### src/mht_pkg.sv
// Shared types, sizes and codes for the miss status holding table.
// No dependencies; every other file refers to this package by scoped names.
package mht_pkg;

  localparam int ROWS = 16;
  localparam int COLS = 16;
  localparam int ROW_W = $clog2(ROWS);
  localparam int COL_W = $clog2(COLS);
  localparam int LEN_W = $clog2(COLS + 1);
  localparam int USE_W = $clog2(ROWS + 1);
  localparam int ADDR_W = $clog2(ROWS * COLS);
  localparam int TIME_W = 48;
  localparam int ENTRY_W = TIME_W + 1;
  localparam int RESULT_LIMIT = 16;

  localparam logic [1:0] OP_LOOKUP = 2'd0;
  localparam logic [1:0] OP_INSERT = 2'd1;
  localparam logic [1:0] OP_DRAIN  = 2'd2;

  localparam logic [1:0] ST_OK       = 2'd0;
  localparam logic [1:0] ST_MISS     = 2'd1;
  localparam logic [1:0] ST_REJECTED = 2'd2;

  localparam logic [1:0] KIND_NONE    = 2'd0;
  localparam logic [1:0] KIND_FIRST   = 2'd1;
  localparam logic [1:0] KIND_DRAINED = 2'd2;

  typedef struct packed {
    logic             done;
    logic             hit;
    logic [ROW_W-1:0] hit_row;
    logic             free_ok;
    logic [ROW_W-1:0] free_row;
  } scan_res_t;

  function automatic logic [ADDR_W-1:0] entry_addr(input logic [ROW_W-1:0] row,
                                                   input logic [COL_W-1:0] col);
    entry_addr = ADDR_W'(ADDR_W'(row) * ADDR_W'(COLS) + ADDR_W'(col));
  endfunction

endpackage

### src/mht_scan.sv
// Row scanner: one shared tag comparator walks the rows, one per cycle,
// and finds the matching row and the lowest free row. Depends on mht_pkg.
module mht_scan (
  input  logic                              clk,
  input  logic                              rst_n,
  input  logic                              start,
  input  logic [mht_pkg::TIME_W-1:0]        key,
  input  logic [mht_pkg::ROWS-1:0]          row_valid,
  input  logic [mht_pkg::TIME_W-1:0]        row_tag [mht_pkg::ROWS],
  output mht_pkg::scan_res_t                res
);

  logic                      busy_r;
  logic [mht_pkg::ROW_W-1:0] idx_r;
  mht_pkg::scan_res_t        res_r;
  logic                      match;

  assign match = row_valid[idx_r] && (row_tag[idx_r] == key);
  assign res = res_r;

  always_ff @(posedge clk) begin
    if (!rst_n) begin
      busy_r <= 1'b0;
      idx_r <= '0;
      res_r <= '0;
    end else if (start) begin
      busy_r <= 1'b1;
      idx_r <= '0;
      res_r <= '0;
    end else if (busy_r) begin
      if (match && !res_r.hit) begin
        res_r.hit <= 1'b1;
        res_r.hit_row <= idx_r;
      end
      if (!row_valid[idx_r] && !res_r.free_ok) begin
        res_r.free_ok <= 1'b1;
        res_r.free_row <= idx_r;
      end
      if (idx_r == mht_pkg::ROW_W'(mht_pkg::ROWS - 1)) begin
        busy_r <= 1'b0;
        res_r.done <= 1'b1;
      end else begin
        idx_r <= idx_r + 1'b1;
      end
    end else begin
      res_r.done <= 1'b0;
    end
  end

  assert property (@(posedge clk) disable iff (!rst_n) res_r.done |-> !busy_r)
    else $error("scan done while still busy");
  assert property (@(posedge clk) disable iff (!rst_n)
    busy_r && !start |=> busy_r || res_r.done)
    else $error("scan ended without done");
  assert property (@(posedge clk) disable iff (!rst_n)
    $rose(res_r.hit) |-> $past(busy_r))
    else $error("hit recorded outside a scan");

endmodule

### config.mk
export PLATFORM = sky130hd
export DESIGN_NAME = mht_scan
export DESIGN_NICKNAME = d
export VERILOG_FILES = /design/src/mht_pkg.sv /design/src/mht_scan.sv
export SDC_FILE = /design/constraint.sdc
export NUM_CORES = 1
export LEC_CHECK = 0
export ABC_AREA = 1
export BUFFER_PORTS_ARGS = -buffer_cell sky130_fd_sc_hd__buf_2
export CAP_MARGIN = 25
export CORE_AREA = 2 2 329 331
export DETAILED_ROUTE_END_ITERATION = 8
export DIE_AREA = 0 0 331 333
export PLACE_DENSITY = 0.3
export SYNTH_ARGS = -nofsm -noshare
export SYNTH_HDL_FRONTEND = slang
export SYNTH_SLANG_ARGS = --single-unit
### constraint.sdc
create_clock -name clk -period 2.2 [get_ports clk]
set_input_delay 0.11 -clock clk [delete_from_list [all_inputs] [get_ports clk]]
set_output_delay 0.11 -clock clk [all_outputs]
set_load 0.03 [all_outputs]
# Word-level counts from Yosys, hierarchy flattened
# Cells that the tools add are included.
# op_classes
n_addsub,1
order_cmp,2
eq_ne,2
n_mux,8
bitwise_logic,4
n_reduce_logical,11
# ops
operator,count
$bmux 48 s4,1
$mux 48,2
$eq 48x48->1,1
$reduce_and 2->1,3
$ge 5x5->1 const B,1
$lt 4x5->1 const B,1
$not 4->5,1
$add 4x1->4 const B,1
$bmux 1 s4,1
$eq 4x4->1 const B,1
$mux 1,4
$logic_and 1x1->1,3
$logic_not 1->1,3
$not 1->1,3
$reduce_or 3->1,1
$reduce_or 2->1,1
# totals
regBits,16
input_bits,835
output_inout_bits,11
elab_cells,35

# Logic depth before layout (Yosys ltp)
# Gate-level depths: netlist of run 1.
# logic_depth
word_depth,8
mapped_depth,20
mapped_depth_nobuf,17

# Worst setup path before layout of run 1
# OpenSTA, ideal clock, no wires.
# synth_timing
path_kind,register -> register
from,register idx_r[0] (netlist name)
to,register res_r (netlist bit res[7])
setup_ns,0.115
arrival_ns,1.903
required_time_ns,2.085
slack_ns,0.182
path_stages_with_launch,17
path_buffers,4
period_less_slack_ns,2.018
cell_sequence,dfxtp_1 > buf_6 > buf_6 > buf_6 > buf_4 > o211ai_1 > nand3_1 > nand3_1 > nand3b_1 > nand2_1 > nand2_1 > nor2_1 > nand3_1 > nor2_4 > nand3_1 > nand2_1 > nor2_1
# synth_between
elab_chain_cells,8
elab_cells_between_ends,10
cone_classes,eq/ne (1); mux (5); bitwise (1); reduce/logical (3)
# synth_rtl
element,line_no,rtl
"start, declared",mht_scan.sv:14,logic [mht_pkg::ROW_W-1:0] idx_r;
"start signal, assigned",mht_scan.sv:43,idx_r <= idx_r + 1'b1;
$not 4->5 (implied by the code),mht_scan.sv:18,assign match = row_valid[idx_r] && (row_tag[idx_r] == key);
$bmux 48 s4,mht_scan.sv:18,
$mux 48 (implied by the code) (2 in series),mht_scan.sv:18,
$eq 48x48->1,mht_scan.sv:18,
$logic_and 1x1->1 *,mht_scan.sv:18,
$logic_and 1x1->1 *,mht_scan.sv:31,if (match && !res_r.hit) begin
$reduce_and 2->1 (no source line) *,-,
"end, declared",mht_scan.sv:15,mht_pkg::scan_res_t res_r;
# Every way passes the cells marked *; elsewhere a longest branch is shown, timed or not. The select of a mux whose other input is x is not followed.
# A chain may end at the register's enable or synchronous reset.

# Worst setup path after layout of run 1
# Same ends and word-level chain as after synthesis.

==> results by group, run 1 <==
Global route
  – GRT Overall Usage: 16.7%
  – Initial antenna violation count: 54
  – First-pass GRT wire length: 132000 um
  – Total congestion overflow: 0
  – Largest net degree at the start of global routing: 39
  – Vias in the first global route: 18300

Timing
  – Normalized max-slew margin: 64.6%
  – Period minus WS final: 2720 ps
  – Final period util: 124%
  – Slew Viols, Final: 0
  – Achievable Freq: about 370 MHz
  – Clk_skew: 3.21 ps
  – PnR worst setup slack: -519 ps
  – Hold Vio Cnt, Final: 0
  – RSZ-0062 raised after global routing: true
  – Setup violations, final: 5
  – Slew of the pin with the lowest slew margin: 528 ps

Power and ir drop
  – PD cells: approximately 200 mW/mm2
  – Leakage: approximately 11 nW
  – Pwr Total: 0.00380 W
  – Peak VDD IR: 0.274 mV

CTS
  – CTS tree: yes
  – Num CTS Buffers: 3
  – CTS Hold Bufs: 0
  – H-tree levels: 1
  – CTS root buf: clkbuf_16
  – Sink Count: 16
  – CTS clk-pin slew, worst paths: around 60 ps
  – CTS max path bufs: 2
  – Worst-Skew Late Latency: 250 ps

Floorplan
  – Die height: 333 um
  – Row count: 120
  – Core area: 0.107 mm2
  – Full die area: 0.110 mm2
  – IO Count: between 800 and 900
  – Initial Util: 9.47%
  – Die X: 331 um

Critical path
  – CP Data Required Time: 2340 ps
  – CP most frequent cell: nand2_1
  – CP max FO: 6
  – Crit path DAT: 2860 ps
  – Top delay family on crit path: simple AND/OR/NAND/NOR gates
  – Setup CP Type: register to register
  – CP peak stage delay: approximately 370 ps
  – Crit-path cells: buf_12, clkinv_16, buf_12, buf_12, buf_16, nand2_8, nand2_4, nand2_2, nand3_2, nand3_2, nand2_1, nand2_1, nand2_1, nor2_2, nand2_1, nor2_2, nand2_1, buf_6, nor2_4, nand3_2, nand2_1, nor2_1
  – Crit. End Element: register
  – CP bufs+invs: 6
  – Critical-path top delay cell: dfxtp_4
  – FF-to-FF path depth: 22
  – Startpoint types: register
  – Worst path depth: 22

Logic synthesis
  – Top cells by area, synth: nand2_1, nand3_1, nor2_1
  – Synth Register Bits: 16
  – Register area share after synthesis: 3.17%
  – Mean post-synth cell area: 4.38 um2
  – Synth warn: 0
  – Synth area leader: nand2_1
  – Post-Synthesis Cells: 2302
  – Ys flop type: dfxtp_1
  – Mapped Area: 0.0101 mm2
  – Count leader, synth: nand2_1
  – Share of the synthesized area in the top cell type: 35.5%
  – Post-synth EDFFs: 0
  – Most frequent cells after synthesis: nand2_1, nand3_1, nor2_1, inv_1, o21ai_0
  – Yosys cell types: 26
  – Mapped Nets: 3138
  – Post-synthesis async set-or-reset flop share: 0%

Worst hold path
  – Worst hold path stage count: 3
  – Worst Hold Class: input pin to register

Route
  – Final ANT Viol Nets: 0
  – Drt drc: 0
  – Vias per cell: 3.84
  – Drt pass-1 iters: 5
  – 1st-iter DRT viols: 928
  – DR vias: 17800
  – Routed WL: 97400 um
  – Average wire per standard cell: 21.0 um

Placement
  – Place WS: -1240 ps
  – Placed instance area: 0.0173 mm2
  – GPL Wtd Cong: between 0.8 and 0.9
  – HPWL after detailed placement: 82500 um
  – Buffers added on ports: ~850

Outcome
  – Run status: complete, but fails checks
  – Failing checks: setup timing

Job
  – Max cap viols: 0

Layout
  – Share of layout cells above drive strength 1: 39.3%
  – Fin nets: 4053
  – # fillers: 12900
  – Final instance area: approximately 0.019 mm2
  – Area delta synth->final: 89.3%
## kinds of logic after synthesis
family	count (synthesis)	synth area share (%)
buffers and inverters	422	18.3
AO/OA/AOI/OAI	199	10.9
AND/OR/NAND/NOR	1664	67.5
adder cells (fa/ha/maj)	1	0.124
flip-flops	16	3.17
## what timing repair did
action,4_1_cts,5_1_grt
endpoints found under the hold margin,0,0
buffers inserted,19,7
gates cloned,8,5
setup endpoints to repair,10,10
pin swaps,42,58
resized for setup,157,139
## state kept, by name (all words and copies together), names as in the netlist
| register | cells |
|---|---|
| idx_r | 4 |
| busy_r | 1 |
| res | 11 |
## layer usage
layer / up-vias / share of wire (%) / global-route usage, %
met5: - / 0.17 / 0
met1: 8017 / 43 / 20.8
met2: 652 / 50 / 30.1
li1: 9043 / - / -
met3: 91 / 5.8 / 2.76
met4: 28 / 1.3 / 3.09
## worst register-to-register path: stages, from the launching register on
cell and delay [ps]:
dfxtp_4 370, buf_12 160, clkinv_16 90, buf_12 170, buf_12 150, buf_16 150
nand2_8 80, nand2_4 50, nand2_2 60, nand3_2 80, nand3_2 120, nand2_1 60
nand2_1 50, nand2_1 50, nor2_2 120, nand2_1 70, nor2_2 150, nand2_1 80
buf_6 140, nor2_4 220, nand3_2 80, nand2_1 70, nor2_1 40
## power by group
| part | total (W) | switching [W] | internal, W |
|---|---|---|---|
| Clock | 0.000410 | 0.000133 | 0.000277 |
| Combinational | 0.00309 | 0.00169 | 0.00140 |
| Sequential | 0.000298 | 0.00000621 | 0.000292 |
## final cells by class
cell class | count | area [um2] | area share (%)
diodes | 22 | 55.1 | 0.288
clock buffers | 4 | 88.8 | 0.465
inverters | 258 | 1020 | 5.33
multi-input cells | 1865 | 8810 | 46.1
flip-flops and latches | 16 | 335 | 1.76
well taps | 1403 | 1760 | 9.19
repair buffers | 1072 | 7020 | 36.8
repair inverters | 1 | 16.3 | 0.0852
## metrics by stage
stage | hold WS [ps] | instances | setup TNS (ps) | util, %
CTS | 93.5 | 4612 | -3460 | 17.3
global route | 109 | 4636 | -3720 | 17.9
floorplan | 240 | 2302 | 0 | -
finish | 93.8 | 4641 | -2520 | 17.9
global placement | 359 | 4581 | -7500 | 16.2
detailed placement | 360 | 4581 | -7200 | 16.2
## layout by cell type (no fill, tap or decap), types with 6 or more instances in the layout
cell type / netlist / routed
buf_12: 0 / 54
buf_2: 73 / 845
o21ai_0: 133 / 107
nor2_1: 284 / 261
buf_16: 0 / 7
buf_4: 18 / 133
buf_6: 13 / 20
clkbuf_16: 0 / 8
nand2_2: 0 / 40
inv_1: 255 / 252
a21oi_1: 23 / 20
nor2_4: 2 / 13
nor2_2: 0 / 13
dfxtp_1: 16 / 12
nand3b_1: 6 / 6
diode_2: 0 / 22
o211ai_1: 27 / 27
o21ai_1: 9 / 31
nand3_1: 414 / 330
nand3_4: 0 / 9
nand3_2: 0 / 75
nand2_4: 0 / 14
nand2_1: 954 / 898
## worst paths after layout
check,startpoint,end,slack [ps]
hold reg to reg,res[10],res[10],490
setup reg to reg,idx_r[0],res[7],-520
setup / recovery,idx_r[0],res[7],-520
hold / removal,rst_n,busy_r,90
Note: power is estimated with default switching activity, not from simulation.
==> inputs of run 2 (changes only) <==
- ABC_AREA: 1 -> unset
- CORE_AREA: 2 2 329 331 -> 2 2 333 335
- DIE_AREA: 0 0 331 333 -> 0 0 335 337
==> run 2 against run 1 <==
  * The run still ends with setup timing left
  * Combinational power decreased by 31%
  * Die area increased by 2.4%
  * Register-to-register slack got worse by 850 ps
==> results by group, run 2 <==
Outcome
  – Run status: complete, but fails checks
  – Failing checks: setup timing

Critical path
  – Setup CP Type: register to register
  – Worst r2r src: idx_r[0]
  – CP most frequent cell: buf_4
  – R2r endpoint: res[5]
  – Crit. End Element: register
  – CP max FO: 6 (unchanged)
  – FF-to-FF path depth: 14 (-36%)
  – Startpoint types: register
  – Crit-path cells: buf_12, buf_8, buf_4, buf_6, mux4_2, mux4_2, xor2_1, nor4_2, buf_4, nand4_1, buf_4, nor4_4, buf_6, mux2i_1
  – R2r setup slk: -1370 ps (-850 ps)
  – Critical-path top delay cell: mux4_2
  – CP peak stage delay: 500 ps (+130 ps)
  – Crit path DAT: 3770 ps (+910 ps)
  – CP Data Required Time: 2400 ps (+60 ps)

Floorplan
  – Row count: 122 (+1.7%)
  – Initial Util: 6.81% (-2.7 points)
  – Full die area: 0.113 mm2 (+2.4%)
  – Die X: 335 um (+1.2%)
  – Die height: 337 um (+1.2%)
  – Core area: 0.110 mm2 (+2.8%)
  – IO Count: 846 (unchanged)

Logic synthesis
  – Synth Register Bits: 16 (unchanged)
  – Register area share after synthesis: 4.29% (+1.1 points)
  – Post-synthesis async set-or-reset flop share: 0% (unchanged)
  – Top cells by area, synth: mux4_2, mux2i_1, dfxtp_1
  – Most frequent cells after synthesis: mux4_2, nand2_1, mux2i_1, xnor2_1, nor2_1
  – Post-synth EDFFs: 0 (unchanged)
  – Mapped Area: 0.00747 mm2 (-26%)
  – Synth warn: 0 (unchanged)
  – Post-Synthesis Cells: 624 (-73%)
  – Share of the synthesized area in the top cell type: 59.1% (+24 points)
  – Yosys cell types: 51 (+96%)
  – Mapped Nets: 1460 (-53%)
  – Synth area leader: mux4_2
  – Ys flop type: dfxtp_1
  – Count leader, synth: mux4_2
  – Mean post-synth cell area: 12.0 um2 (+170%)

Timing
  – Period minus WS final: 3570 ps (+851 ps)
  – Normalized max-slew margin: 39.6% (-25 points)
  – Slew Viols, Final: 0 (unchanged)
  – Setup TNS: -8160 ps (-5640 ps)
  – Clk_skew: 16.6 ps (+13.3 ps)
  – RSZ-0062 raised after global routing: true
  – Hold Vio Cnt, Final: 0 (unchanged)
  – PnR worst setup slack: -1370 ps (-851 ps)
  – Achievable Freq: 280 MHz (-24%)
  – Final period util: 162% (+39 points)
  – Setup violations, final: 10 (+5)
  – Slew of the pin with the lowest slew margin: 903 ps (+375 ps)

CTS
  – H-tree levels: 1 (unchanged)
  – CTS max path bufs: 2 (unchanged)
  – Sink Count: 16 (unchanged)
  – CTS tree: yes
  – CTS root buf: clkbuf_16
  – CTS clk-pin slew, worst paths: 70 ps (about the same)
  – Num CTS Buffers: 3 (unchanged)
  – Worst-Skew Late Latency: 270 ps (+20 ps)

Route
  – Drt pass-1 iters: 4 (-1)
  – 1st-iter DRT viols: 409 (-56%)
  – DR vias: 10500 (-41%)
  – Average wire per standard cell: 26.3 um (+25%)
  – Vias per cell: 3.48 (-9.5%)
  – Drt drc: 0 (unchanged)
  – Final ANT Viol Nets: 0 (unchanged)
  – Routed WL: 79400 um (-19%)

Worst hold path
  – Worst hold path stage count: 2 (-1)
  – WHS Endpoint: busy_r
  – Hold Crit Start: start
  – Worst Hold Class: input pin to register

Layout
  – Share of layout cells above drive strength 1: 80.1% (+41 points)
  – # fillers: 12700 (-1.6%)
  – Max reg flops: 11 (unchanged)
  – Layout Cells excl Fill: 3014 (-35%)
  – Final instance area: 0.0151 mm2 (-21%)
  – Most frequent cells in the layout: buf_2, mux4_2, buf_4
  – Fin nets: 2407 (-41%)
  – Most common cell after layout, fill and taps aside: buf_2
  – Area delta synth->final: 102%

Power and ir drop
  – Reg power frac: 10.2% (+2.4 points)
  – Clock power share: 15.6% (+4.8 points)
  – P_int: 0.00179 W (-9.0%)
  – Total net switching power: 0.00107 W (-41%)
  – Sw Share: 37.4% (-11 points)
  – PD cells: 190 mW/mm2 (-4.7%)
  – Combinational share of power: 74.2% (-7.2 points)
  – Leakage: 6.47 nW (-40%)
  – Peak VDD IR: 0.233 mV (-15%)

Placement
  – HPWL after detailed placement: 72600 um (-12%)
  – Placed instance area: 0.0145 mm2 (-16%)
  – Buffers added on ports: 845 (unchanged)
  – Placed insts: 2972 (-35%)
  – GPL Wtd Cong: 0.940 (+9.3%)

Global route
  – Largest net degree at the start of global routing: 46 (+18%)
  – GRT Overall Usage: 13.4% (-3.3 points)
  – First-pass GRT wire length: 102000 um (-23%)
  – Vias in the first global route: 11500 (-37%)
  – Total congestion overflow: 0 (unchanged)
  – Initial antenna violation count: 61 (+13%)

Job
  – Max cap viols: 0 (unchanged)
## run 2: worst max-delay path by stage
stage / depth (start not counted) / startpoint / slack, ps / to
3_3_place_gp: 12 / idx_r[0] / -1850 / res[5]
3_5_place_dp: 15 / idx_r[0] / -1860 / res[5]
5_1_grt: 12 / idx_r[0] / -1700 / res[8]
2_1_floorplan: 10 / idx_r[0] / -600 / res[5]
4_1_cts: 12 / idx_r[0] / -1670 / res[5]
6_report: 14 / idx_r[0] / -1370 / res[5]
## run 2: cells by family after synthesis
| group | count (synthesis) | share of synthesized area (%) |
|---|---|---|
| adder cells (fa/ha/maj) | 1 | 0.168 |
| XOR/XNOR | 51 | 5.98 |
| flip-flops | 16 | 4.29 |
| buffers and inverters | 75 | 6.05 |
| AND/OR/NAND/NOR | 147 | 9.38 |
| multiplexers | 257 | 67.4 |
| AO/OA/AOI/OAI | 77 | 6.77 |
## run 2: power by group through the flow
| stage | logic (W) | clock network [W] | registers [W] |
|---|---|---|---|
| after global placement | 0.00209 | 0 | 0.000298 |
| final | 0.00213 | 0.000448 | 0.000292 |
| after detailed placement | 0.00210 | 0 | 0.000299 |
| after global routing | 0.00230 | 0.000458 | 0.000293 |
| after floorplan | 0.000808 | 0 | 0.000304 |
| after CTS | 0.00217 | 0.000460 | 0.000292 |
## run 2: layout make-up
| class | instances | area (um2) | share of cell area, % |
|---|---|---|---|
| multi-input combinational | 533 | 6870 | 45.5 |
| timing repair buffer | 1012 | 5960 | 39.5 |
| tap | 1426 | 1780 | 11.8 |
| sequential | 16 | 335 | 2.22 |
| clock buffer | 4 | 88.8 | 0.588 |
| antenna | 18 | 45.0 | 0.298 |
| inverter | 5 | 20.0 | 0.133 |
## run 2: worst max-delay path: cells and delay by family (launching register included)
kind | cells | cell delay, ps
XOR/XNOR | 1 | 210
buffers and inverters | 7 | 1110
flip-flops | 1 | 390
multiplexers | 3 | 1170
AND/OR/NAND/NOR | 3 | 590
## run 2: what timing repair did
item	4_1_cts	5_1_grt
buffers inserted	17	2
gates resized for setup	30	23
endpoints found under the setup margin	13	12
pin swaps	4	13
cloned	2	0
hold buffers	0	0
## run 2: per-layer routing
metal	wire [um]	part of all wire, %	GRT usage, %	up-vias
li1	-	-	-	4567
met1	33600	42	17.2	5222
met2	38900	49	23.5	596
met3	5740	7.2	2.71	73
met4	949	1.2	1.69	26
met5	157	0.20	0	-
## run 2: stage by stage
step / setup WS [ps] / utilization [%] / hold WS (ps) / total power, W
2_1_floorplan: -599 / - / 228 / 0.00111
3_3_place_gp: -1850 / 13.2 / 354 / 0.00239
3_5_place_dp: -1860 / 13.2 / 357 / 0.00240
4_1_cts: -1670 / 13.6 / 90.8 / 0.00292
5_1_grt: -1700 / 13.7 / 104 / 0.00305
6_report: -1370 / 13.8 / 90.3 / 0.00287
==> inputs of run 3 (changes only) <==
- CTS_BUF_LIST: unset -> sky130_fd_sc_hd__clkbuf_2 sky130_fd_sc_hd__clkbuf_4 sky130_fd_sc_hd__clkbuf_8
==> run 3 against run 2 <==
  * The run still ends with setup timing left
  * Non-clock buffer count shrank 2
  * Maximum frequency shrank 0.16%
  * Flip-flop and latch count is the same
  * Critical path depth is the same
  * Cell area shrank 0.51%
  * Sequential power is essentially flat
  * Sequential share of layout area is essentially flat
  * Global-route usage is essentially flat
==> results by group, run 3 (synthesis gave the netlist of run 2 again) <==
Layout
  – Fin nets: 2405 (-0.083%)
  – Share of layout cells above drive strength 1: 80.1% (about the same)
  – Area delta synth->final: 101%
  – Most common cell after layout, fill and taps aside: buf_2
  – Max reg flops: 11 (unchanged)
  – Most frequent cells in the layout: buf_2, mux4_2, buf_4

Power and ir drop
  – PD cells: 182 mW/mm2 (-4.1%)
  – Pwr Total: 0.00274 W (-4.6%)
  – Total net switching power: 0.00106 W (-1.2%)
  – Peak VDD IR: 0.186 mV (-20%)
  – Clock power share: 11.5% (-4.1 points)
  – Sw Share: 38.8% (+1.3 points)
  – Leakage: 6.44 nW (-0.47%)
  – Combinational share of power: 77.8% (+3.6 points)
  – Reg power frac: 10.7% (+0.5 points)
  – P_int: 0.00168 W (-6.6%)

Critical path
  – CP bufs+invs: 7 (unchanged)
  – Worst r2r src: idx_r[0]
  – Crit path DAT: 3800 ps (+30 ps)
  – Top delay family on crit path: multiplexers
  – Critical-path top delay cell: mux4_2
  – Worst path depth: 14 (unchanged)
  – Crit-path cells: buf_12, buf_8, buf_4, buf_6, mux4_2, mux4_2, xor2_1, nor4_2, buf_4, nand4_1, buf_4, nor4_4, buf_6, mux2i_1
  – CP Data Required Time: 2420 ps (+20 ps)
  – R2r endpoint: res[5]
  – CP most frequent cell: buf_4
  – CP peak stage delay: 500 ps (about the same)
  – R2r setup slk: -1380 ps (about the same)
  – CP max FO: 6 (unchanged)
  – Startpoint types: register
  – FF-to-FF path depth: 14 (unchanged)
  – Setup CP Type: register to register
  – Crit. End Element: register

Timing
  – Slew Viols, Final: 0 (unchanged)
  – Period minus WS final: 3580 ps (+5.60 ps)
  – RSZ-0062 raised after global routing: true
  – Final period util: 163% (+0.25 points)
  – Clk_skew: 29.9 ps (+13.4 ps)
  – Achievable Freq: 280 MHz (-0.16%)
  – Hold Vio Cnt, Final: 0 (unchanged)
  – Slew of the pin with the lowest slew margin: 903 ps (-0.0128 ps)
  – Min Hold Slack: 83.6 ps (-6.65 ps)
  – Setup TNS: -8120 ps (+39.6 ps)
  – PnR worst setup slack: -1380 ps (-5.60 ps)
  – Normalized max-slew margin: 39.6% (about the same)
  – Setup violations, final: 10 (unchanged)

Route
  – Drt drc: 0 (unchanged)
  – Routed WL: 79300 um (-0.14%)
  – DR vias: 10500 (+0.23%)
  – Average wire per standard cell: 26.3 um (about the same)
  – Final ANT Viol Nets: 0 (unchanged)
  – 1st-iter DRT viols: 368 (-10%)
  – Vias per cell: 3.49 (+0.30%)
  – Drt pass-1 iters: 6 (+2)

CTS
  – Num CTS Buffers: 3 (unchanged)
  – Sink Count: 16 (unchanged)
  – CTS Hold Bufs: 0 (unchanged)
  – CTS max path bufs: 2 (unchanged)
  – Worst-Skew Late Latency: 290 ps (+20 ps)
  – H-tree levels: 1 (unchanged)
  – CTS root buf: clkbuf_8
  – CTS tree: yes
  – CTS clk-pin slew, worst paths: 110 ps (+40 ps)

Job
  – Max cap viols: 0 (unchanged)

Worst hold path
  – Worst Hold Class: input pin to register
  – Worst hold path stage count: 2 (unchanged)
  – Hold Crit Start: start
  – WHS Endpoint: busy_r

Floorplan
  – Row count: 122 (unchanged)
  – IO Count: 846 (unchanged)
  – Core area: 0.110 mm2 (unchanged)
  – Initial Util: 6.81% (unchanged)
  – Die height: 337 um (unchanged)
  – Full die area: 0.113 mm2 (unchanged)
  – Die X: 335 um (unchanged)

Global route
  – First-pass GRT wire length: 102000 um (-0.18%)
  – Initial antenna violation count: 62 (+1.6%)
  – GRT Overall Usage: 13.4% (-0.025 points)
  – Vias in the first global route: 11500 (-0.33%)
  – Largest net degree at the start of global routing: 46 (unchanged)
  – Total congestion overflow: 0 (unchanged)

Placement
  – HPWL after detailed placement: 72600 um (unchanged)
  – Buffers added on ports: 845 (unchanged)
  – GPL Wtd Cong: 0.940 (unchanged)

Outcome
  – Failing checks: setup timing
  – Run status: complete, but fails checks
==> run 3: cell types whose count changed in the layout (fill, tap and decap cells not counted), moves of 2 or more <==
cell       before  now
clkbuf_16       3    0
nand2_2         3    5
buf_12         29   27
clkbuf_8        1    4
nand2_1        59   57
==> run 3: worst max-delay path by stage <==
stage | from | to | slack [ps]
detailed placement | idx_r[0] | res[5] | -1860
finish | idx_r[0] | res[5] | -1380
global route | idx_r[0] | res[8] | -1710
CTS | idx_r[0] | res[5] | -1680
floorplan | idx_r[0] | res[5] | -600
global placement | idx_r[0] | res[5] | -1850
==> run 3: layout make-up <==
| type | instances | area, um2 |
|---|---|---|
| fillers | 12700 | 94600 |
| diodes | 18 | 45.0 |
| clock buffers | 4 | 55.1 |
| well taps | 1426 | 1780 |
| inverters | 5 | 20.0 |
| repair buffers | 1010 | 5920 |
| flip-flops and latches | 16 | 335 |
| multi-input cells | 533 | 6870 |
==> run 3: power groups by stage <==
stage	Sequential (W)	Combinational (W)	Clock (W)
after floorplan	0.000304	0.000808	0
after global placement	0.000298	0.00209	0
after detailed placement	0.000299	0.00210	0
after CTS	0.000292	0.00216	0.000326
after global routing	0.000293	0.00230	0.000323
final	0.000292	0.00213	0.000316
==> run 3: through the flow <==
step / cells / cell area (um2) / setup WS (ps) / util [%]
floorplan: 624 / 7560 / -599 / -
global placement: 2972 / 14500 / -1850 / 13.2
detailed placement: 2972 / 14500 / -1860 / 13.2
CTS: 2994 / 14900 / -1680 / 13.6
global route: 2999 / 15000 / -1710 / 13.7
finish: 3012 / 15000 / -1380 / 13.7
==> run 3: worst reg2reg max path, stage by stage (launching register included) <==
cell and delay, ps:
dfxtp_4 400, buf_12 140, buf_8 140, buf_4 150
buf_6 130, mux4_2 500, mux4_2 480, xor2_1 210
nor4_2 260, buf_4 190, nand4_1 200, buf_4 220
nor4_4 140, buf_6 170, mux2i_1 200
==> run 3: layer usage <==
layer  global-route usage, %  vias to the layer above  wire [um]
li1                        -                     4564          -
met1                    17.2                     5230      33400
met2                    23.5                      595      38900
met3                    2.70                       87       5800
met4                    1.62                       32        919
met5                       0                        -        201
==> run 3: repair_timing <==
item,4_1_cts,5_1_grt
gates resized for setup,28,25
setup buffers,16,1
cloned,2,0
setup endpoints to repair,14,12
pin swaps,4,10
